### config.mk
export PLATFORM = sky130hd
export DESIGN_NAME = rgit_ctrl
export DESIGN_NICKNAME = d
export VERILOG_FILES = /design/src/rtl/refcounted_grapheme_intern_table_macros.svh /design/src/rtl/rgit_pkg.sv /design/src/rtl/rgit_ctrl.sv
export SDC_FILE = /design/constraint.sdc
export NUM_CORES = 1
export LEC_CHECK = 0
export BUFFER_PORTS_ARGS = -buffer_cell sky130_fd_sc_hd__buf_2
export CAP_MARGIN = 20
export CORE_UTILIZATION = 52
export DETAILED_ROUTE_END_ITERATION = 12
export PLACE_DENSITY = 0.84
export REMOVE_ABC_BUFFERS = 1
export SLEW_MARGIN = 20
export SYNTH_ARGS = -nofsm -noshare
export SYNTH_HDL_FRONTEND = slang
export SYNTH_SLANG_ARGS = --single-unit
### constraint.sdc
create_clock -name clk -period 5.2 [get_ports clk]
set_input_delay 0.26 -clock clk [delete_from_list [all_inputs] [get_ports clk]]
set_output_delay 0.26 -clock clk [all_outputs]
set_load 0.02 [all_outputs]
### src/rtl/refcounted_grapheme_intern_table_macros.svh
// Assertion macros for the grapheme intern table.
`ifndef REFCOUNTED_GRAPHEME_INTERN_TABLE_MACROS_SVH
`define REFCOUNTED_GRAPHEME_INTERN_TABLE_MACROS_SVH
`ifndef ASSERT_OFF
// Check a condition at every clock edge outside reset.
`define RGIT_ASSERT(lbl, cond, msg) \
	lbl: assert property (@(posedge clk) disable iff (!arst_n) (cond)) else $error(msg);
// Check that a condition in the next cycle follows from a trigger.
`define RGIT_ASSERT_NEXT(lbl, pre, post, msg) \
	lbl: assert property (@(posedge clk) disable iff (!arst_n) (pre) |=> (post)) else $error(msg);
`else
`define RGIT_ASSERT(lbl, cond, msg)
`define RGIT_ASSERT_NEXT(lbl, pre, post, msg)
`endif
`endif

### src/rtl/rgit_pkg.sv
// Shared types and constants of the grapheme intern table.
`timescale 1ns / 1ps
`default_nettype none
package rgit_pkg;
	localparam int ID_W  = 13;
	localparam int LEN_W = 5;
	localparam int CP_W  = 21;
	localparam int ST_W  = 2;
	localparam int REF_W = 16;

	localparam logic [REF_W-1:0] REF_MAX = 16'hFFFF;

	localparam logic [1:0] OP_INTERN  = 2'd0;
	localparam logic [1:0] OP_GET     = 2'd1;
	localparam logic [1:0] OP_RETAIN  = 2'd2;
	localparam logic [1:0] OP_RELEASE = 2'd3;

	localparam logic [ST_W-1:0] ST_OK      = 2'd0;
	localparam logic [ST_W-1:0] ST_FULL    = 2'd1;
	localparam logic [ST_W-1:0] ST_INVALID = 2'd2;

	typedef struct packed {
		logic [1:0]      op;
		logic [ID_W-1:0] entry_id;
		logic [CP_W-1:0] codepoint;
		logic            last;
	} req_t;

	typedef struct packed {
		logic [ST_W-1:0]  status;
		logic [ID_W-1:0]  result_id;
		logic [LEN_W-1:0] length;
		logic [CP_W-1:0]  out_codepoint;
		logic             result_last;
		logic             full_seen;
	} rsp_t;

	typedef struct packed {
		logic            in_load;
		logic            stage_wr;
		logic            clr_staging;
		logic            e_clr;
		logic            e_next;
		logic            e_load_id;
		logic            k_clr;
		logic            k_inc;
		logic            rd_len;
		logic            rd_ref;
		logic            rd_cp;
		logic            rd_stg;
		logic            wr_cp;
		logic            wr_len_ref;
		logic            wr_ref;
		logic            used_inc;
		logic            set_full;
		logic            ld_n;
		logic            emit;
		logic            emit_get;
		logic            emit_id;
		logic [ST_W-1:0] emit_st;
	} cmd_t;

	typedef struct packed {
		logic op_intern;
		logic op_get;
		logic last;
		logic id_valid;
		logic overlong;
		logic count_zero;
		logic e_end;
		logic used_full;
		logic len_eq;
		logic cp_eq;
		logic ref_zero;
		logic k_last_int;
		logic k_last_get;
		logic n_zero;
		logic out_free;
		logic full;
	} sts_t;
endpackage
`default_nettype wire

### src/rtl/rgit_ctrl.sv
// Sequencing state machine of the grapheme intern table.
`timescale 1ns / 1ps
`default_nettype none
module rgit_ctrl (
	input  wire logic          clk,
	input  wire logic          arst_n,
	input  wire logic          req_valid,
	output logic               req_stall,
	input  wire rgit_pkg::sts_t sts,
	output rgit_pkg::cmd_t     cmd
);
	import rgit_pkg::*;

	typedef enum logic [4:0] {
		S_IDLE, S_DISPATCH, S_INT_CHK, S_SRCH_ISSUE, S_SRCH_LEN, S_CMP_ISSUE,
		S_CMP_CHECK, S_FREE_ISSUE, S_FREE_CHECK, S_WR_ISSUE, S_WR_DATA,
		S_GET_LEN, S_GET_N, S_GET_CHK, S_GET_ISSUE, S_GET_EMIT, S_RC_RD,
		S_RC_WR, S_EMIT
	} state_t;

	state_t          state_q, state_d;
	logic [ST_W-1:0] emit_st_q, emit_st_d;
	logic            emit_id_q, emit_id_d;

	assign req_stall = (state_q != S_IDLE);

	always_comb begin
		cmd       = '0;
		state_d   = state_q;
		emit_st_d = emit_st_q;
		emit_id_d = emit_id_q;
		cmd.emit_st = emit_st_q;
		cmd.emit_id = emit_id_q;
		case (state_q)
			S_IDLE: begin
				if (req_valid) begin
					cmd.in_load = 1'b1;
					state_d = S_DISPATCH;
				end
			end
			S_DISPATCH: begin
				if (sts.op_intern) begin
					cmd.stage_wr = 1'b1;
					state_d = sts.last ? S_INT_CHK : S_IDLE;
				end else if (!sts.id_valid) begin
					emit_st_d = ST_INVALID;
					emit_id_d = 1'b0;
					state_d = S_EMIT;
				end else begin
					cmd.e_load_id = 1'b1;
					state_d = sts.op_get ? S_GET_LEN : S_RC_RD;
				end
			end
			S_INT_CHK: begin
				if (sts.overlong || sts.count_zero) begin
					emit_st_d = ST_INVALID;
					emit_id_d = 1'b0;
					state_d = S_EMIT;
				end else begin
					cmd.e_clr = 1'b1;
					state_d = S_SRCH_ISSUE;
				end
			end
			S_SRCH_ISSUE: begin
				if (sts.e_end) begin
					if (sts.used_full) begin
						cmd.e_clr = 1'b1;
						state_d = S_FREE_ISSUE;
					end else begin
						// append at the current end of the pool
						cmd.used_inc = 1'b1;
						cmd.k_clr = 1'b1;
						state_d = S_WR_ISSUE;
					end
				end else begin
					cmd.rd_len = 1'b1;
					state_d = S_SRCH_LEN;
				end
			end
			S_SRCH_LEN: begin
				if (sts.len_eq) begin
					cmd.k_clr = 1'b1;
					state_d = S_CMP_ISSUE;
				end else begin
					cmd.e_next = 1'b1;
					state_d = S_SRCH_ISSUE;
				end
			end
			S_CMP_ISSUE: begin
				cmd.rd_cp = 1'b1;
				cmd.rd_stg = 1'b1;
				state_d = S_CMP_CHECK;
			end
			S_CMP_CHECK: begin
				if (!sts.cp_eq) begin
					cmd.e_next = 1'b1;
					state_d = S_SRCH_ISSUE;
				end else if (sts.k_last_int) begin
					emit_st_d = ST_OK;
					emit_id_d = 1'b1;
					state_d = S_EMIT;
				end else begin
					cmd.k_inc = 1'b1;
					state_d = S_CMP_ISSUE;
				end
			end
			S_FREE_ISSUE: begin
				if (sts.e_end) begin
					cmd.set_full = 1'b1;
					emit_st_d = ST_FULL;
					emit_id_d = 1'b0;
					state_d = S_EMIT;
				end else begin
					cmd.rd_ref = 1'b1;
					state_d = S_FREE_CHECK;
				end
			end
			S_FREE_CHECK: begin
				if (sts.ref_zero) begin
					cmd.k_clr = 1'b1;
					state_d = S_WR_ISSUE;
				end else begin
					cmd.e_next = 1'b1;
					state_d = S_FREE_ISSUE;
				end
			end
			S_WR_ISSUE: begin
				cmd.rd_stg = 1'b1;
				state_d = S_WR_DATA;
			end
			S_WR_DATA: begin
				cmd.wr_cp = 1'b1;
				if (sts.k_last_int) begin
					cmd.wr_len_ref = 1'b1;
					emit_st_d = ST_OK;
					emit_id_d = 1'b1;
					state_d = S_EMIT;
				end else begin
					cmd.k_inc = 1'b1;
					state_d = S_WR_ISSUE;
				end
			end
			S_GET_LEN: begin
				cmd.rd_len = 1'b1;
				state_d = S_GET_N;
			end
			S_GET_N: begin
				cmd.ld_n = 1'b1;
				cmd.k_clr = 1'b1;
				state_d = S_GET_CHK;
			end
			S_GET_CHK: begin
				if (sts.n_zero) begin
					emit_st_d = ST_OK;
					emit_id_d = 1'b0;
					state_d = S_EMIT;
				end else begin
					state_d = S_GET_ISSUE;
				end
			end
			S_GET_ISSUE: begin
				cmd.rd_cp = 1'b1;
				state_d = S_GET_EMIT;
			end
			S_GET_EMIT: begin
				if (sts.out_free) begin
					cmd.emit_get = 1'b1;
					if (sts.k_last_get) begin
						state_d = S_IDLE;
					end else begin
						cmd.k_inc = 1'b1;
						state_d = S_GET_ISSUE;
					end
				end
			end
			S_RC_RD: begin
				cmd.rd_ref = 1'b1;
				state_d = S_RC_WR;
			end
			S_RC_WR: begin
				cmd.wr_ref = 1'b1;
				emit_st_d = ST_OK;
				emit_id_d = 1'b0;
				state_d = S_EMIT;
			end
			S_EMIT: begin
				if (sts.out_free) begin
					cmd.emit = 1'b1;
					cmd.clr_staging = sts.op_intern;
					state_d = S_IDLE;
				end
			end
			default: begin
				state_d = S_IDLE;
			end
		endcase
	end

	always_ff @(posedge clk or negedge arst_n) begin
		if (!arst_n) begin
			state_q   <= S_IDLE;
			emit_st_q <= ST_OK;
			emit_id_q <= 1'b0;
		end else begin
			state_q   <= state_d;
			emit_st_q <= emit_st_d;
			emit_id_q <= emit_id_d;
		end
	end
endmodule
`default_nettype wire

== After elaboration in Yosys (flattened, before gate mapping) ==
Cells that the tools add are included.
Widths: inputs -> output; s select.

* Bits in registers: 8
* Word-level logic and storage cells: 115
* Output and inout bits: 24

* Reduce and logical (&&, ||, !) cells: 8
* Muxes and demuxes: 77
* Equality and inequality tests: 27

{| class="wikitable"
|+ Operator list
! cell !! number
|-
| $pmux 5 s19 || 1
|-
| $mux 5 || 12
|-
| $mux 1 || 42
|-
| $eq 5x4->1 const B || 8
|-
| $eq 5x3->1 const B || 4
|-
| $mux 2 || 9
|-
| $ne 2x2->1 const B || 9
|-
| $mux 4 || 4
|-
| $eq 5x5->1 const B || 3
|-
| $pmux 2 s7 || 1
|-
| $eq 5x2->1 const B || 2
|-
| $pmux 1 s7 || 1
|-
| $reduce_and 7->1 || 1
|-
| $reduce_bool 7->1 || 1
|-
| $pmux 1 s2 || 3
|-
| $pmux 1 s3 || 2
|-
| $eq 5x1->1 const B || 1
|-
| $logic_not 5->1 || 1
|-
| $reduce_bool 5->1 || 1
|-
| $pmux 1 s4 || 1
|-
| $reduce_or 2->1 || 2
|-
| $mux 3 || 1
|-
| $reduce_and 3->1 || 1
|-
| $logic_or 1x1->1 || 1
|}

== Longest topological paths before layout ==
Gate-level depths: netlist of the first run.

* Depth in word-level cells: 4
* Depth in mapped cells: 7
* Gate-level depth less buffers: 5

== Least setup slack after synthesis of the first run ==
OpenSTA, ideal clock, no wires.

* Path type: reg2reg
* Start point: register state_q[3]
* End point: register emit_st_q[1]
* Period minus slack after synthesis: 2.136 ns
* Path slack: 3.064 ns
* Stages on the path, launching flop included: 6
* Buffers on the path: 0
* Arrival time: 2.011 ns
* Cell sequence: dfrtp_1 nor2_1 and4b_1 a2111oi_1 or4_4 mux2_4

* Longest elaborated chain between the ends: 3
* Elaborated cells between the ends (all ways): 16

{| class="wikitable"
|+ Ends and longest elaborated chain
! what !! RTL line !! source
|-
| from (decl) || rgit_ctrl.sv:21 || <nowiki>state_t state_q, state_d;</nowiki>
|-
| from (signal assigned) || rgit_ctrl.sv:205 || <nowiki>state_q <= state_d;</nowiki>
|-
| $eq 5x4->1, or another cell as far along || rgit_ctrl.sv:34 || <nowiki>case (state_q)</nowiki>
|-
| $reduce_bool 7->1 (no line) or $ne 2x2->1 (tied branches) || n/a ||
|-
| $reduce_and 7->1 (no line) || n/a ||
|-
| to (signal assigned) || rgit_ctrl.sv:206 || <nowiki>emit_st_q <= emit_st_d;</nowiki>
|-
| to (decl) || rgit_ctrl.sv:22 || <nowiki>logic [ST_W-1:0] emit_st_q, emit_st_d;</nowiki>
|}

Several ways; a longest one is shown, not always the timed one.
A chain may end at the register's enable or synchronous reset.

== Final worst setup path of the first run ==
* Start point: register state_q[1]
* End point: register emit_st_q[1]

The elaborated chain is that of the path after synthesis.

==> flow_summary.html, run 1 <==
<table>
<tr><th>Metric</th><th>Value</th></tr>
<tr><th colspan="2">Synth</th></tr>
<tr><td>Combined area of all synthesized cells</td><td>about 1100 µm²</td></tr>
<tr><td>Dominant cell type by area after synthesis</td><td>dfrtp_1</td></tr>
<tr><td>Yosys synthesis warning count</td><td>0</td></tr>
<tr><td>Most used flip-flop cell after synthesis</td><td>dfrtp_1</td></tr>
<tr><td>Synth area leaders</td><td>dfrtp_1 18%, nor2_1 6.4%, o21ai_0 5.4%</td></tr>
<tr><td>Number of library cell types mapped by synthesis</td><td>50</td></tr>
<tr><td>Async set-or-reset flop fraction in the synthesized netlist</td><td>100%</td></tr>
<tr><td>Area share of the largest cell type after synthesis</td><td>between 10% and 20%</td></tr>
<tr><td>Register area share after synthesis</td><td>18.1%</td></tr>
<tr><td>Mean instance size in the synthesized netlist</td><td>6.93 µm²</td></tr>
<tr><td>Count of flip-flops with a built-in enable after synthesis</td><td>0</td></tr>
<tr><td>Seq cells post-synth</td><td>8</td></tr>
<tr><td>Mapped Cells</td><td>160</td></tr>
<tr><th colspan="2">Timing</th></tr>
<tr><td>Total count of hold-check failures in the final report</td><td>0</td></tr>
<tr><td>RSZ-0062 raised after global routing</td><td>false</td></tr>
<tr><td>Worst-margin pin slew</td><td>~0.77 ns</td></tr>
<tr><td>Number of setup violations in the final report</td><td>0</td></tr>
<tr><td>Worst-case hold slack</td><td>0.372 ns</td></tr>
<tr><td>Achievable clock frequency</td><td>about 0.37 GHz</td></tr>
<tr><td>Share of the clock period used by the worst path</td><td>between 50% and 60%</td></tr>
<tr><td>Setup_tns</td><td>0 ns</td></tr>
<tr><td>Max-slew violation count</td><td>0</td></tr>
<tr><td>Shortest period the worst path allows</td><td>between 2 and 3 ns</td></tr>
<tr><td>Max-slew headroom</td><td>roughly 49%</td></tr>
<tr><td>Slack of the critical path</td><td>2.52 ns</td></tr>
<tr><td>Worst clock skew on the final layout</td><td>0.00538 ns</td></tr>
<tr><th colspan="2">Clock network</th></tr>
<tr><td>CTS H-tree lvls</td><td>1</td></tr>
<tr><td>Post_cts resized</td><td>0</td></tr>
<tr><td>Post-CTS Setup Repair Bufs</td><td>0</td></tr>
<tr><td>Clock tree from TritonCTS</td><td>done</td></tr>
<tr><td>TritonCTS buffer count</td><td>3</td></tr>
<tr><td>Clock Sinks</td><td>8</td></tr>
<tr><td>Clk Latency, worst-skew pair</td><td>0.26 ns</td></tr>
<tr><td>Root Buffer</td><td>clkbuf_4</td></tr>
<tr><td>Number of buffers inserted by hold repair at cts</td><td>1</td></tr>
<tr><td>Clock buffer depth</td><td>2</td></tr>
<tr><td>Clock-pin slew on the worst setup and hold paths</td><td>~0.06 ns</td></tr>
<tr><th colspan="2">Cells and area</th></tr>
<tr><td>Area occupied by multi-input gates</td><td>828 µm²</td></tr>
<tr><td>Filler instances</td><td>about 200</td></tr>
<tr><td>Area of all placed cells without fillers</td><td>1320 µm²</td></tr>
<tr><td>Ratio of cells with drive above 1 in the final layout</td><td>a little over a quarter</td></tr>
<tr><td>Number of nets in the final layout</td><td>between 200 and 250</td></tr>
<tr><td>Antenna diodes</td><td>0</td></tr>
<tr><td>Area added between synthesis and finish</td><td>19.0%</td></tr>
<tr><td>Register area</td><td>around 200 µm²</td></tr>
<tr><th colspan="2">Critical path</th></tr>
<tr><td>Crit Path Max Fanout</td><td>26</td></tr>
<tr><td>Worst setup path category</td><td>reg -&gt; reg</td></tr>
<tr><td>CP Data Arrival Time</td><td>~2.8 ns</td></tr>
<tr><td>Endpoint of the most critical register-to-register path</td><td>emit_st_q[1]</td></tr>
<tr><td>Kind of start point of the critical path</td><td>flip-flop</td></tr>
<tr><td>Number of cells on the worst reg-to-reg path</td><td>5</td></tr>
<tr><td>Startpoint of the most critical register-to-register path</td><td>state_q[1]</td></tr>
<tr><td>Critical Path RT</td><td>~5.3 ns</td></tr>
<tr><td>Setup slack of the worst register-to-register path</td><td>roughly 2.5 ns</td></tr>
<tr><td>WP buf/inv</td><td>0</td></tr>
<tr><td>Slowest-stage cell, CP</td><td>dfrtp_1</td></tr>
<tr><td>Kind of capture point of the worst setup path</td><td>flip-flop</td></tr>
<tr><td>Critical Path, Cell by Cell</td><td>or3b_1 &gt; a21oi_2 &gt; a2111oi_1 &gt; or4_4 &gt; mux2_4</td></tr>
<tr><td>Crit path largest cell delay</td><td>approximately 0.82 ns</td></tr>
<tr><td>Top delay family on crit path</td><td>simple AND/OR/NAND/NOR gates</td></tr>
<tr><th colspan="2">Floorplan</th></tr>
<tr><td>Horizontal die dimension</td><td>between 40 and 50 µm</td></tr>
<tr><td>Die ar.</td><td>~2300 µm²</td></tr>
<tr><td>Die Ht</td><td>~48 µm</td></tr>
<tr><td>IO Pins</td><td>43</td></tr>
<tr><td>Starting utilization of the core area</td><td>between 50% and 60%</td></tr>
<tr><td>CORE AREA</td><td>slightly below 2000 µm²</td></tr>
<tr><td>Count of standard-cell rows</td><td>16</td></tr>
<tr><th colspan="2">Outcome</th></tr>
<tr><td>Status</td><td>finished, final reports clean</td></tr>
<tr><th colspan="2">Global route</th></tr>
<tr><td>GRT Util Overall</td><td>approximately 30%</td></tr>
<tr><td>Vias in the first global route</td><td>roughly 1100</td></tr>
<tr><td>Maximum number of pins on one net before global-route repair</td><td>27</td></tr>
<tr><td>Antenna violations before repair</td><td>0</td></tr>
<tr><td>Remaining Overflow, GRT</td><td>0</td></tr>
<tr><td>First-pass GRT wire length</td><td>a little under 5000 µm</td></tr>
<tr><th colspan="2">Drt</th></tr>
<tr><td>Via count</td><td>~1400</td></tr>
<tr><td>Detailed-route wire length per cell</td><td>15.1 µm</td></tr>
<tr><td># DRC</td><td>0</td></tr>
<tr><td>Via density per instance</td><td>6.33</td></tr>
<tr><td>Total length of routed wires</td><td>approximately 3300 µm</td></tr>
<tr><td>Pre-Repair DR Iteration Count</td><td>4</td></tr>
<tr><td>First DRT Iteration DRCs</td><td>88</td></tr>
<tr><td>Final antenna-violating net count</td><td>0</td></tr>
<tr><th colspan="2">Run</th></tr>
<tr><td>Reported max-cap violation count</td><td>0</td></tr>
<tr><th colspan="2">Place</th></tr>
<tr><td>Instance area at placement</td><td>between 1000 and 1500 µm²</td></tr>
<tr><td>Half-perimeter wire length after placement</td><td>2420 µm</td></tr>
<tr><td>Final estimated routing congestion in global placement</td><td>0.909</td></tr>
<tr><td>Number of buffer cells added on primary ports</td><td>between 40 and 50</td></tr>
<tr><td>Worst slack after detailed placement</td><td>between 2 and 3 ns</td></tr>
<tr><th colspan="2">Pwr</th></tr>
<tr><td>PD cells</td><td>around 520 nW/µm²</td></tr>
<tr><td>Total power consumption of the routed design</td><td>0.686 mW</td></tr>
<tr><td>Static power due to leakage</td><td>a little under 0.6 nW</td></tr>
<tr><td>Worst IR Drop VDD</td><td>around 0.36 mV</td></tr>
<tr><th colspan="2">Min path</th></tr>
<tr><td>Hold Crit Class</td><td>in -&gt; async</td></tr>
</table>
synth_stat cells, types with 2 or more instances:
library cell	count
nor2_1	19
o21ai_0	12
a21oi_1	10
clkbuf_1	9
nand2_1	9
dfrtp_1	8
nor3_1	8
nand2b_1	7
nor2b_1	6
nor3b_1	6
and3_1	5
inv_1	5
nand3_1	4
nand3b_1	3
o32ai_1	3
or2_2	3
or3_1	3
or3b_1	3
and2_1	2
nor4_1	2
nor4b_1	2
o21bai_1	2
o221ai_1	2
registers in the layout, indices dropped and copies added (netlist names):
name       count
emit_st_q      2
state_q        5
emit_id_q      1
routing by layer:
metal | global-route usage, % | share of wire [%] | up-vias
met4 | 0.556 | 0.39 | 0
met3 | 4.44 | 7.6 | 2
li1 | - | - | 660
met5 | 0 | 0 | -
met2 | 51.2 | 50 | 81
met1 | 39.8 | 42 | 644
stage by stage:
stage	utilization, %	cells
after CTS	66.5	219
final	66.5	219
after detailed placement	64.9	215
after global routing	66.5	219
after global placement	64.9	215
after floorplan	-	147
worst max-delay path by stage:
| stage | start | end | slack, ns | cells past startpoint |
|---|---|---|---|---|
| floorplan | state_q[1] | emit_st_q[1] | 2.86 | 5 |
| global placement | state_q[1] | emit_st_q[1] | 2.59 | 5 |
| detailed placement | state_q[1] | emit_st_q[1] | 2.57 | 5 |
| CTS | state_q[1] | emit_st_q[1] | 2.56 | 5 |
| global route | state_q[1] | emit_st_q[1] | 2.44 | 5 |
| finish | state_q[1] | emit_st_q[1] | 2.52 | 5 |
placed cells by master (no fill, tap or decap), types with 4 or more instances in the layout:
cell type	synthesis	final
dfrtp_1	8	8
nor3_1	8	8
and3_1	5	5
nor2b_1	6	6
nand3_1	4	4
o21ai_0	12	12
nor2_1	19	19
nor3b_1	6	6
buf_2	1	41
nand2b_1	7	7
inv_1	5	5
nand2_1	9	9
a21oi_1	10	10
cells by family (layout without fill, tap and decap cells):
family | Yosys count | in the layout | synth area share [%]
buffers and inverters | 18 | 50 | 7.22
muxes | 2 | 2 | 2.26
DFF | 8 | 8 | 18.1
and+or+nand+nor | 86 | 86 | 44.2
AOI/OAI and AO/OA | 46 | 46 | 28.2
report_power, final:
group | total (mW) | internal (mW) | switching, mW
clock network | 0.0486 | 0.0265 | 0.0221
registers | 0.191 | 0.0843 | 0.106
logic | 0.446 | 0.198 | 0.249
worst register-to-register path, stage by stage, from the launching register on:
cell	delay, ns
dfrtp_1	0.82
or3b_1	0.60
a21oi_2	0.18
a2111oi_1	0.08
or4_4	0.58
mux2_4	0.31
layout make-up:
type / instances / share of cell area [%]
Multi-Input combinational cell: 134 / 62.8
Clock buffer: 3 / 1.71
Sequential cell: 8 / 15.2
Tap cell: 27 / 2.56
Timing Repair Buffer: 42 / 16.3
Inverter: 5 / 1.42
Note: power is estimated with default switching activity, not from simulation.
==> run 2, diff against run 1 <==
--- a/config.mk
+++ b/config.mk
@@ -5,11 +5,12 @@
 export SDC_FILE = /design/constraint.sdc
 export NUM_CORES = 1
 export LEC_CHECK = 0
+export ABC_AREA = 1
 export BUFFER_PORTS_ARGS = -buffer_cell sky130_fd_sc_hd__buf_2
 export CAP_MARGIN = 20
-export CORE_UTILIZATION = 52
+export CORE_UTILIZATION = 48
 export DETAILED_ROUTE_END_ITERATION = 12
-export PLACE_DENSITY = 0.84
+export PLACE_DENSITY = 0.79
 export REMOVE_ABC_BUFFERS = 1
 export SLEW_MARGIN = 20
 export SYNTH_ARGS = -nofsm -noshare
==> constraint.sdc (replaced) <==
create_clock -name clk -period 2.73 [get_ports clk]
set_input_delay 0.1365 -clock clk [delete_from_list [all_inputs] [get_ports clk]]
set_output_delay 0.1365 -clock clk [all_outputs]
set_load 0.02 [all_outputs]
==> run 2 against run 1 <==
Effect of this change:
- register-to-register slack got worse by 1.5 ns
- sequential cell count did not move
- sequential power rose by 28%
- sequential share of layout area fell by 0.28 points
- critical path depth rose by 3
- via count rose by 4.0%
- clock skew rose by 0.0097 ns
- clock power rose by 110%
- die area rose by 5.3%
- critical path type is now reg -> out
- critical endpoint is now cmd[15]
- largest power group unchanged
- highest routed layer unchanged
==> flow_summary.html, run 2 <==
<table>
<tr><th>Metric</th><th>Value</th></tr>
<tr><th colspan="2">Place</th></tr>
<tr><td>Worst slack after detailed placement</td><td>1.09 ns (was 2.57 ns)</td></tr>
<tr><td>Final estimated routing congestion in global placement</td><td>0.976 (was 0.909)</td></tr>
<tr><td>Half-perimeter wire length after placement</td><td>2750 µm (was 2420 µm)</td></tr>
<tr><td>Instance area at placement</td><td>1310 µm² (was 1290 µm²)</td></tr>
<tr><td>Number of buffer cells added on primary ports</td><td>41 (unchanged)</td></tr>
<tr><th colspan="2">Synth</th></tr>
<tr><td>Yosys synthesis warning count</td><td>0 (unchanged)</td></tr>
<tr><td>Count of flip-flops with a built-in enable after synthesis</td><td>0 (unchanged)</td></tr>
<tr><td>Number of library cell types mapped by synthesis</td><td>20 (was 50)</td></tr>
<tr><td>Dominant cell type by area after synthesis</td><td>nand2_1 (was dfrtp_1)</td></tr>
<tr><td>Mapped Cells</td><td>199 (was 160)</td></tr>
<tr><td>Most used flip-flop cell after synthesis</td><td>dfrtp_1 (unchanged)</td></tr>
<tr><td>Most common cell in the netlist</td><td>nand2_1 (was nor2_1)</td></tr>
<tr><td>Async set-or-reset flop fraction in the synthesized netlist</td><td>100% (unchanged)</td></tr>
<tr><td>Synth area leaders</td><td>nand2_1 21%, dfrtp_1 19%, nor2_1 13% (was dfrtp_1 18%, nor2_1 6.4%, o21ai_0 5.4%)</td></tr>
<tr><td>List of most frequent post-synthesis cells</td><td>61 x nand2_1, 37 x nor2_1, 27 x inv_1 (was 19 x nor2_1, 12 x o21ai_0, 10 x a21oi_1)</td></tr>
<tr><td>Combined area of all synthesized cells</td><td>1080 µm² (was 1110 µm²)</td></tr>
<tr><td>Register area share after synthesis</td><td>18.5% (was 18.1%)</td></tr>
<tr><td>Mean instance size in the synthesized netlist</td><td>5.43 µm² (was 6.93 µm²)</td></tr>
<tr><td>Seq cells post-synth</td><td>8 (unchanged)</td></tr>
<tr><td>Area share of the largest cell type after synthesis</td><td>21.2% (was 18.1%)</td></tr>
<tr><th colspan="2">Cells and area</th></tr>
<tr><td>Antenna diodes</td><td>0 (unchanged)</td></tr>
<tr><td>Number of nets in the final layout</td><td>264 (was 213)</td></tr>
<tr><td>Ratio of cells with drive above 1 in the final layout</td><td>26.3% (was 26.6%)</td></tr>
<tr><td>Largest Register</td><td>state_q (unchanged)</td></tr>
<tr><td>Top flop regs</td><td>state_q x5, emit_st_q x2, emit_id_q x1 (unchanged)</td></tr>
<tr><td>Leading cell type in the layout, fill and taps excluded</td><td>nand2_1 (was buf_2)</td></tr>
<tr><td>Flip-flop count of the largest register, all copies and words added</td><td>5 (unchanged)</td></tr>
<tr><td>Area added between synthesis and finish</td><td>24.4% (was 19.0%)</td></tr>
<tr><td>Top library cells by usage in the layout, fill and taps aside</td><td>61 x nand2_1, 41 x buf_2, 37 x nor2_1, 27 x inv_1, 20 x nand3_1 (was 41 x buf_2, 19 x nor2_1, 12 x o21ai_0, 10 x a21oi_1, 9 x nand2_1)</td></tr>
<tr><td>Area of all placed cells without fillers</td><td>1340 µm² (was 1320 µm²)</td></tr>
<tr><th colspan="2">Critical path</th></tr>
<tr><td>Top delay family on crit path</td><td>simple AND/OR/NAND/NOR gates (unchanged)</td></tr>
<tr><td>Kind of capture point of the worst setup path</td><td>output port (was flip-flop)</td></tr>
<tr><td>Number of cells on the worst reg-to-reg path</td><td>10 (was 5)</td></tr>
<tr><td>Setup slack of the worst register-to-register path</td><td>1.04 ns (was 2.52 ns)</td></tr>
<tr><td>Crit Path Max Fanout</td><td>7 (was 26)</td></tr>
<tr><td>Crit path largest cell delay</td><td>0.47 ns (was 0.82 ns)</td></tr>
<tr><td>CP Data Arrival Time</td><td>1.80 ns (was 2.82 ns)</td></tr>
<tr><td>Critical Path, Cell by Cell</td><td>inv_2 &gt; nand3_2 &gt; nor2_1 &gt; inv_1 &gt; nor2_1 &gt; nand2_1 &gt; nand3_1 &gt; buf_2 (was or3b_1 &gt; a21oi_2 &gt; a2111oi_1 &gt; or4_4 &gt; mux2_4)</td></tr>
<tr><td>Endpoint of the most critical register-to-register path</td><td>emit_st_q[1] (unchanged)</td></tr>
<tr><td>Worst setup path category</td><td>reg -&gt; out (was reg -&gt; reg)</td></tr>
<tr><td>Kind of start point of the critical path</td><td>flip-flop (unchanged)</td></tr>
<tr><td>Startpoint of the most critical register-to-register path</td><td>state_q[3] (was state_q[1])</td></tr>
<tr><td>Slowest-stage cell, CP</td><td>dfrtp_1 (unchanged)</td></tr>
<tr><td>Crit path top cell by count</td><td>nor2_1</td></tr>
<tr><td>Critical Path RT</td><td>2.59 ns (was 5.34 ns)</td></tr>
<tr><td>Worst setup path startpoint</td><td>state_q[4] (was state_q[1])</td></tr>
<tr><td>WP buf/inv</td><td>3 (was 0)</td></tr>
<tr><td>Number of stages on the worst setup path</td><td>8 (was 5)</td></tr>
<tr><th colspan="2">Timing</th></tr>
<tr><td>RSZ-0062 raised after global routing</td><td>false (unchanged)</td></tr>
<tr><td>Total count of hold-check failures in the final report</td><td>0 (unchanged)</td></tr>
<tr><td>Setup_tns</td><td>0 ns (unchanged)</td></tr>
<tr><td>Shortest period the worst path allows</td><td>1.94 ns</td></tr>
<tr><td>Max-slew headroom</td><td>74.2% (was 48.8%)</td></tr>
<tr><td>Number of setup violations in the final report</td><td>0 (unchanged)</td></tr>
<tr><td>Share of the clock period used by the worst path</td><td>71.0%</td></tr>
<tr><td>Max-slew violation count</td><td>0 (unchanged)</td></tr>
<tr><td>Worst clock skew on the final layout</td><td>0.0150 ns (was 0.00538 ns)</td></tr>
<tr><td>Achievable clock frequency</td><td>between 0.5 and 0.6 GHz</td></tr>
<tr><td>Worst-margin pin slew</td><td>0.384 ns (was 0.768 ns)</td></tr>
<tr><td>Slack of the critical path</td><td>0.793 ns (was 2.52 ns)</td></tr>
<tr><th colspan="2">Floorplan</th></tr>
<tr><td>Die ar.</td><td>2440 µm² (was 2320 µm²)</td></tr>
<tr><td>Starting utilization of the core area</td><td>52.9% (was 55.9%)</td></tr>
<tr><td>Count of standard-cell rows</td><td>16 (unchanged)</td></tr>
<tr><td>IO Pins</td><td>43 (unchanged)</td></tr>
<tr><td>Die Ht</td><td>49.4 µm (was 48.2 µm)</td></tr>
<tr><td>Horizontal die dimension</td><td>49.4 µm (was 48.2 µm)</td></tr>
<tr><td>CORE AREA</td><td>2040 µm² (was 1980 µm²)</td></tr>
<tr><th colspan="2">Clock network</th></tr>
<tr><td>Clock tree from TritonCTS</td><td>done (unchanged)</td></tr>
<tr><td>TritonCTS buffer count</td><td>3 (unchanged)</td></tr>
<tr><td>Clock buffer depth</td><td>2 (unchanged)</td></tr>
<tr><td>CTS H-tree lvls</td><td>1 (unchanged)</td></tr>
<tr><td>Clock Sinks</td><td>8 (unchanged)</td></tr>
<tr><td>Clock-pin slew on the worst setup and hold paths</td><td>0.07 ns (was 0.06 ns)</td></tr>
<tr><td>Clk Latency, worst-skew pair</td><td>0.28 ns (was 0.26 ns)</td></tr>
<tr><td>Root Buffer</td><td>clkbuf_4 (unchanged)</td></tr>
<tr><td>Post_cts resized</td><td>0 (unchanged)</td></tr>
<tr><th colspan="2">Drt</th></tr>
<tr><td>Total length of routed wires</td><td>3260 µm (was 3310 µm)</td></tr>
<tr><td># DRC</td><td>0 (unchanged)</td></tr>
<tr><td>Pre-Repair DR Iteration Count</td><td>4 (unchanged)</td></tr>
<tr><td>Final antenna-violating net count</td><td>0 (unchanged)</td></tr>
<tr><td>Via count</td><td>1443 (was 1387)</td></tr>
<tr><td>First DRT Iteration DRCs</td><td>73 (was 88)</td></tr>
<tr><td>Detailed-route wire length per cell</td><td>12.1 µm (was 15.1 µm)</td></tr>
<tr><td>Via density per instance</td><td>5.34 (was 6.33)</td></tr>
<tr><th colspan="2">Pwr</th></tr>
<tr><td>Static power due to leakage</td><td>0.890 nW (was 0.592 nW)</td></tr>
<tr><td>Worst IR Drop VDD</td><td>0.583 mV (was 0.359 mV)</td></tr>
<tr><td>PD cells</td><td>950 nW/µm² (was 520 nW/µm²)</td></tr>
<tr><th colspan="2">Min path</th></tr>
<tr><td>Hold Path End</td><td>state_q[4]</td></tr>
<tr><td>Count of cells along the worst hold path</td><td>3</td></tr>
<tr><td>Hold Crit Class</td><td>in -&gt; reg (was in -&gt; async)</td></tr>
<tr><td>Min-delay src</td><td>sts[2]</td></tr>
<tr><th colspan="2">Global route</th></tr>
<tr><td>Remaining Overflow, GRT</td><td>0 (unchanged)</td></tr>
<tr><td>Maximum number of pins on one net before global-route repair</td><td>9 (was 27)</td></tr>
<tr><td>First-pass GRT wire length</td><td>5200 µm (was 4850 µm)</td></tr>
<tr><td>Vias in the first global route</td><td>1187 (was 1102)</td></tr>
<tr><td>GRT Util Overall</td><td>27.8% (was 29.2%)</td></tr>
<tr><td>Antenna violations before repair</td><td>0 (unchanged)</td></tr>
<tr><th colspan="2">Run</th></tr>
<tr><td>Reported max-cap violation count</td><td>0 (unchanged)</td></tr>
<tr><th colspan="2">Outcome</th></tr>
<tr><td>Status</td><td>finished, final reports clean (unchanged)</td></tr>
</table>
run 2: worst max path at each step:
| stage | slack [ns] | to |
|---|---|---|
| final | 0.79 | cmd[15] |
| after CTS | 0.82 | cmd[15] |
| after detailed placement | 1.09 | emit_st_q[1] |
| after floorplan | 1.10 | cmd[15] |
| after global routing | 0.61 | cmd[15] |
| after global placement | 1.12 | emit_st_q[1] |
run 2: logic make-up after synthesis:
group                  synth area share (%)
flip-flops                             18.5
AO/OA/AOI/OAI                          8.46
buffers and inverters                  11.5
AND/OR/NAND/NOR                        61.5
run 2: what timing repair did:
item | 4_1_cts | 5_1_grt
setup buffers | 0 | 0
hold buffers | 1 | 0
endpoints found under the hold margin | 8 | 0
run 2: per-stage QoR:
stage                     hold slack (ns)  total power, mW  cells  util, %
after global routing                0.132             1.40    270     65.8
after detailed placement          -0.0131             1.17    266     64.2
final                               0.125             1.28    270     65.8
after CTS                           0.127             1.27    270     65.8
after floorplan                    -0.159            0.930    198        -
after global placement            -0.0149             1.15    266     64.2
run 2: cell type report:
| cell class | count | area, µm² |
|---|---|---|
| repair buffers | 42 | 215 |
| flip-flops and latches | 8 | 200 |
| fillers | 205 | 698 |
| inverters | 31 | 116 |
| clock buffers | 3 | 22.5 |
| multi-input cells | 159 | 756 |
| well taps | 27 | 33.8 |
run 2: power by group:
| group | internal, mW | switching [mW] |
|---|---|---|
| Combinational | 0.295 | 0.635 |
| Clock | 0.0509 | 0.0506 |
| Sequential | 0.167 | 0.0777 |
run 2: tightest hold or removal path, stage by stage:
cell and delay [ns]:
buf_2 0.09, a21oi_1 0.06, nand4_1 0.09
run 2: routing by layer:
| layer | vias up | routed length [µm] | global-route usage [%] | share of wire (%) |
|---|---|---|---|---|
| li1 | 719 | - | - | - |
| met1 | 655 | 1400 | 37.4 | 43 |
| met2 | 61 | 1570 | 45.0 | 48 |
| met3 | 8 | 224 | 3.74 | 6.9 |
| met4 | 0 | 69 | 10.0 | 2.1 |
| met5 | - | 0 | 0 | 0 |
==> run 3, diff against run 2 <==
--- a/config.mk
+++ b/config.mk
@@ -5,12 +5,12 @@
 export SDC_FILE = /design/constraint.sdc
 export NUM_CORES = 1
 export LEC_CHECK = 0
-export ABC_AREA = 1
+export ABC_AREA = 0
 export BUFFER_PORTS_ARGS = -buffer_cell sky130_fd_sc_hd__buf_2
 export CAP_MARGIN = 20
-export CORE_UTILIZATION = 48
+export CORE_UTILIZATION = 49
 export DETAILED_ROUTE_END_ITERATION = 12
-export PLACE_DENSITY = 0.79
+export PLACE_DENSITY = 0.8
 export REMOVE_ABC_BUFFERS = 1
 export SLEW_MARGIN = 20
 export SYNTH_ARGS = -nofsm -noshare
==> constraint.sdc (replaced) <==
create_clock -name clk -period 1.9 [get_ports clk]
set_input_delay 0.095 -clock clk [delete_from_list [all_inputs] [get_ports clk]]
set_output_delay 0.095 -clock clk [all_outputs]
set_load 0.02 [all_outputs]
==> run 3 against run 2 <==
Effect of this change:
- the flow now finishes with violations (setup timing)
- die area is 0.55% higher
- hold slack better by 0.072 ns
- first-iteration DRC count rose by 95%
- register-to-register slack worse by 1.3 ns
- design area rose by 42%
- non-clock buffer count rose by 44
- critical endpoint is now state_q[1]
- via count rose by 27%
- core utilization grew 27 points
- critical path type is now reg -> reg
- sequential cell count did not move
- final cell count is 2.6% lower
- critical path depth is 2 lower
- count of clock-buffer cells in the layout unchanged
==> flow_summary.html, run 3 (synthesized netlist as in run 1, its figures left out) <==
<table>
<tr><th>Metric</th><th>Value</th></tr>
<tr><th colspan="2">Cells and area</th></tr>
<tr><td>Largest Register</td><td>state_q (unchanged)</td></tr>
<tr><td>Number of nets in the final layout</td><td>257 (was 264)</td></tr>
<tr><td>Cell Count, Final, Fillers Out</td><td>263 (was 270)</td></tr>
<tr><td>Ratio of cells with drive above 1 in the final layout</td><td>53.8% (was 26.3%)</td></tr>
<tr><td>Antenna diodes</td><td>0 (unchanged)</td></tr>
<tr><td>Area added between synthesis and finish</td><td>71.8% (was 24.4%)</td></tr>
<tr><td>Top library cells by usage in the layout, fill and taps aside</td><td>37 x buf_4, 36 x buf_2, 14 x nor2_1, 11 x buf_6, 8 x nand2_1 (was 61 x nand2_1, 41 x buf_2, 37 x nor2_1, 27 x inv_1, 20 x nand3_1)</td></tr>
<tr><td>Flip-flop count of the largest register, all copies and words added</td><td>5 (unchanged)</td></tr>
<tr><td>Area of all placed cells without fillers</td><td>1900 µm² (was 1340 µm²)</td></tr>
<tr><td>Leading cell type in the layout, fill and taps excluded</td><td>buf_4 (was nand2_1)</td></tr>
<tr><td>Top flop regs</td><td>state_q x5, emit_st_q x2, emit_id_q x1 (unchanged)</td></tr>
<tr><th colspan="2">Floorplan</th></tr>
<tr><td>Horizontal die dimension</td><td>49.6 µm (was 49.4 µm)</td></tr>
<tr><td>IO Pins</td><td>43 (unchanged)</td></tr>
<tr><td>Starting utilization of the core area</td><td>54.3% (was 52.9%)</td></tr>
<tr><td>Count of standard-cell rows</td><td>16 (unchanged)</td></tr>
<tr><td>Die Ht</td><td>49.6 µm (was 49.4 µm)</td></tr>
<tr><td>Die ar.</td><td>2460 µm² (was 2440 µm²)</td></tr>
<tr><td>CORE AREA</td><td>2040 µm² (unchanged)</td></tr>
<tr><th colspan="2">Place</th></tr>
<tr><td>Cell count after placement</td><td>248 (was 266)</td></tr>
<tr><td>Instance area at placement</td><td>1530 µm² (was 1310 µm²)</td></tr>
<tr><td>Final estimated routing congestion in global placement</td><td>1.06 (was 0.976)</td></tr>
<tr><td>Number of buffer cells added on primary ports</td><td>41 (unchanged)</td></tr>
<tr><td>Half-perimeter wire length after placement</td><td>3150 µm (was 2750 µm)</td></tr>
<tr><th colspan="2">Pwr</th></tr>
<tr><td>Share of power burned in combinational logic</td><td>84.7% (was 72.9%)</td></tr>
<tr><td>Switching power of the nets</td><td>1.62 mW (was 0.763 mW)</td></tr>
<tr><td>Seq pwr share</td><td>10.6% (was 19.2%)</td></tr>
<tr><td>Internal power summed over all cells</td><td>1.54 mW (was 0.513 mW)</td></tr>
<tr><td>Relative contribution of the clock network to total power</td><td>4.7% (was 7.9%)</td></tr>
<tr><td>Static power due to leakage</td><td>0.862 nW (was 0.890 nW)</td></tr>
<tr><td>Net switching share of the total power</td><td>51.2% (was 59.8%)</td></tr>
<tr><td>PD cells</td><td>1660 nW/µm² (was 950 nW/µm²)</td></tr>
<tr><td>Total power consumption of the routed design</td><td>3.16 mW (was 1.28 mW)</td></tr>
<tr><td>Worst IR Drop VDD</td><td>1.28 mV (was 0.583 mV)</td></tr>
<tr><th colspan="2">Critical path</th></tr>
<tr><td>CP Data Arrival Time</td><td>2.30 ns (was 1.80 ns)</td></tr>
<tr><td>Critical Path RT</td><td>2.06 ns (was 2.59 ns)</td></tr>
<tr><td>Slowest-stage cell, CP</td><td>dfrtp_1 (unchanged)</td></tr>
<tr><td>WP buf/inv</td><td>2 (was 3)</td></tr>
<tr><td>Top delay family on crit path</td><td>compound AO/OA/AOI/OAI gates (was simple AND/OR/NAND/NOR gates)</td></tr>
<tr><td>Kind of capture point of the worst setup path</td><td>flip-flop (was output port)</td></tr>
<tr><td>Kind of start point of the critical path</td><td>flip-flop (unchanged)</td></tr>
<tr><td>Critical Path, Cell by Cell</td><td>buf_6 &gt; buf_4 &gt; nor3b_2 &gt; o21ai_0 &gt; o311ai_1 &gt; o21ai_0 (was inv_2 &gt; nand3_2 &gt; nor2_1 &gt; inv_1 &gt; nor2_1 &gt; nand2_1 &gt; nand3_1 &gt; buf_2)</td></tr>
<tr><td>Crit Path Max Fanout</td><td>6 (was 7)</td></tr>
<tr><td>Worst setup path category</td><td>reg -&gt; reg (was reg -&gt; out)</td></tr>
<tr><td>Crit path top cell by count</td><td>o21ai_0 (was nor2_1)</td></tr>
<tr><td>Crit path largest cell delay</td><td>0.42 ns (was 0.47 ns)</td></tr>
<tr><th colspan="2">Timing</th></tr>
<tr><td>Achievable clock frequency</td><td>around 0.47 GHz</td></tr>
<tr><td>Worst-margin pin slew</td><td>0.796 ns (was 0.384 ns)</td></tr>
<tr><td>Worst-case hold slack</td><td>0.197 ns (was 0.125 ns)</td></tr>
<tr><td>Max-slew violation count</td><td>0 (unchanged)</td></tr>
<tr><td>Share of the clock period used by the worst path</td><td>113%</td></tr>
<tr><td>Slack of the critical path</td><td>-0.246 ns (was 0.793 ns)</td></tr>
<tr><td>Shortest period the worst path allows</td><td>2.15 ns</td></tr>
<tr><td>RSZ-0062 raised after global routing</td><td>true (was false)</td></tr>
<tr><td>Max-slew headroom</td><td>46.1% (was 74.2%)</td></tr>
<tr><td>Number of setup violations in the final report</td><td>13 (was 0)</td></tr>
<tr><td>Worst clock skew on the final layout</td><td>0.0212 ns (was 0.0150 ns)</td></tr>
<tr><td>Total count of hold-check failures in the final report</td><td>0 (unchanged)</td></tr>
<tr><th colspan="2">Global route</th></tr>
<tr><td>Remaining Overflow, GRT</td><td>0 (unchanged)</td></tr>
<tr><td>Antenna violations before repair</td><td>0 (unchanged)</td></tr>
<tr><td>Maximum number of pins on one net before global-route repair</td><td>14 (was 9)</td></tr>
<tr><td>Vias in the first global route</td><td>1552 (was 1187)</td></tr>
<tr><td>GRT Util Overall</td><td>38.0% (was 27.8%)</td></tr>
<tr><td>First-pass GRT wire length</td><td>7170 µm (was 5200 µm)</td></tr>
<tr><th colspan="2">Drt</th></tr>
<tr><td>First DRT Iteration DRCs</td><td>142 (was 73)</td></tr>
<tr><td>Total length of routed wires</td><td>5880 µm (was 3260 µm)</td></tr>
<tr><td>Detailed-route wire length per cell</td><td>22.4 µm (was 12.1 µm)</td></tr>
<tr><td>Via density per instance</td><td>6.98 (was 5.34)</td></tr>
<tr><td>Final antenna-violating net count</td><td>0 (unchanged)</td></tr>
<tr><td>Pre-Repair DR Iteration Count</td><td>5 (was 4)</td></tr>
<tr><td># DRC</td><td>0 (unchanged)</td></tr>
<tr><td>Via count</td><td>1835 (was 1443)</td></tr>
<tr><th colspan="2">Run</th></tr>
<tr><td>Reported max-cap violation count</td><td>0 (unchanged)</td></tr>
<tr><th colspan="2">Outcome</th></tr>
<tr><td>Status</td><td>finished, violations left (was finished, final reports clean)</td></tr>
<tr><td>Violated checks</td><td>setup timing</td></tr>
<tr><th colspan="2">Min path</th></tr>
<tr><td>Hold Crit Class</td><td>in -&gt; async (was in -&gt; reg)</td></tr>
<tr><th colspan="2">Clock network</th></tr>
<tr><td>Clk Latency, worst-skew pair</td><td>0.28 ns (about the same)</td></tr>
<tr><td>Clock tree from TritonCTS</td><td>done (unchanged)</td></tr>
<tr><td>Clock-pin slew on the worst setup and hold paths</td><td>0.08 ns (was 0.07 ns)</td></tr>
<tr><td>TritonCTS buffer count</td><td>3 (unchanged)</td></tr>
<tr><td>Clock Sinks</td><td>8 (unchanged)</td></tr>
<tr><td>Root Buffer</td><td>clkbuf_4 (unchanged)</td></tr>
<tr><td>CTS H-tree lvls</td><td>1 (unchanged)</td></tr>
<tr><td>Clock buffer depth</td><td>2 (unchanged)</td></tr>
</table>
run 3: changes by cell type in the layout (fill, tap and decap cells not counted), sizes merged, moves of 6 or more:
cell,before,now
nand4,6,0
nor2,46,19
inv,31,5
buf,41,85
nor2b,0,6
nand2b,0,7
nor3b,0,6
nand3,22,4
nand2,65,9
run 3: timing repair:
| item | CTS | global route |
|---|---|---|
| pin swaps | 3 | 15 |
| gates resized for setup | 18 | 46 |
| hold buffers | 1 | 0 |
| setup endpoints to repair | 10 | 18 |
| gates cloned | 0 | 1 |
| buffers inserted | 7 | 4 |
| hold endpoints to repair | 8 | 0 |
run 3: routing by layer:
layer	up-vias	global-route usage [%]	wire length (µm)
li1	751	-	-
met1	807	46.8	1980
met2	202	63.5	2560
met3	75	9.26	762
met4	0	13.8	581
met5	-	0	0
run 3: power groups by stage:
stage	sequential (mW)	combinational (mW)	clock [mW]
6_report	0.334	2.67	0.150
5_1_grt	0.336	2.77	0.155
4_1_cts	0.317	2.08	0.134
3_5_place_dp	0.308	1.89	0
3_3_place_gp	0.296	1.85	0
2_1_floorplan	0.443	0.909	0
run 3: path summary, 6_finish.rpt:
kind	startpoint	to	cells after the start	slack [ns]
worst min-delay path	arst_n	emit_st_q[0]	2	0.20
worst max register to register	state_q[4]	state_q[1]	6	-0.25
worst min register to register	emit_st_q[0]	emit_st_q[0]	1	0.51
max in group asynchronous	arst_n	state_q[0]	2	1.48
worst max-delay path	state_q[4]	state_q[1]	6	-0.25
min in group clk	sts[5]	state_q[3]	3	0.26
run 3: stage by stage:
stage,worst slack [ns],TNS [ns],utilization (%)
6_report,-0.246,-0.830,93.3
5_1_grt,-0.209,-0.999,93.3
4_1_cts,-0.0531,-0.0531,82.8
3_5_place_dp,-0.170,-0.318,75.1
3_3_place_gp,-0.116,-0.117,75.1
2_1_floorplan,-0.437,-1.04,-
run 3: layout make-up:
cell class / instances / area [µm²]
inverter: 5 / 18.8
multi-input combinational: 134 / 1010
fill: 73 / 138
clock buffer: 3 / 22.5
timing repair buffer: 86 / 612
tap: 27 / 33.8
sequential: 8 / 204
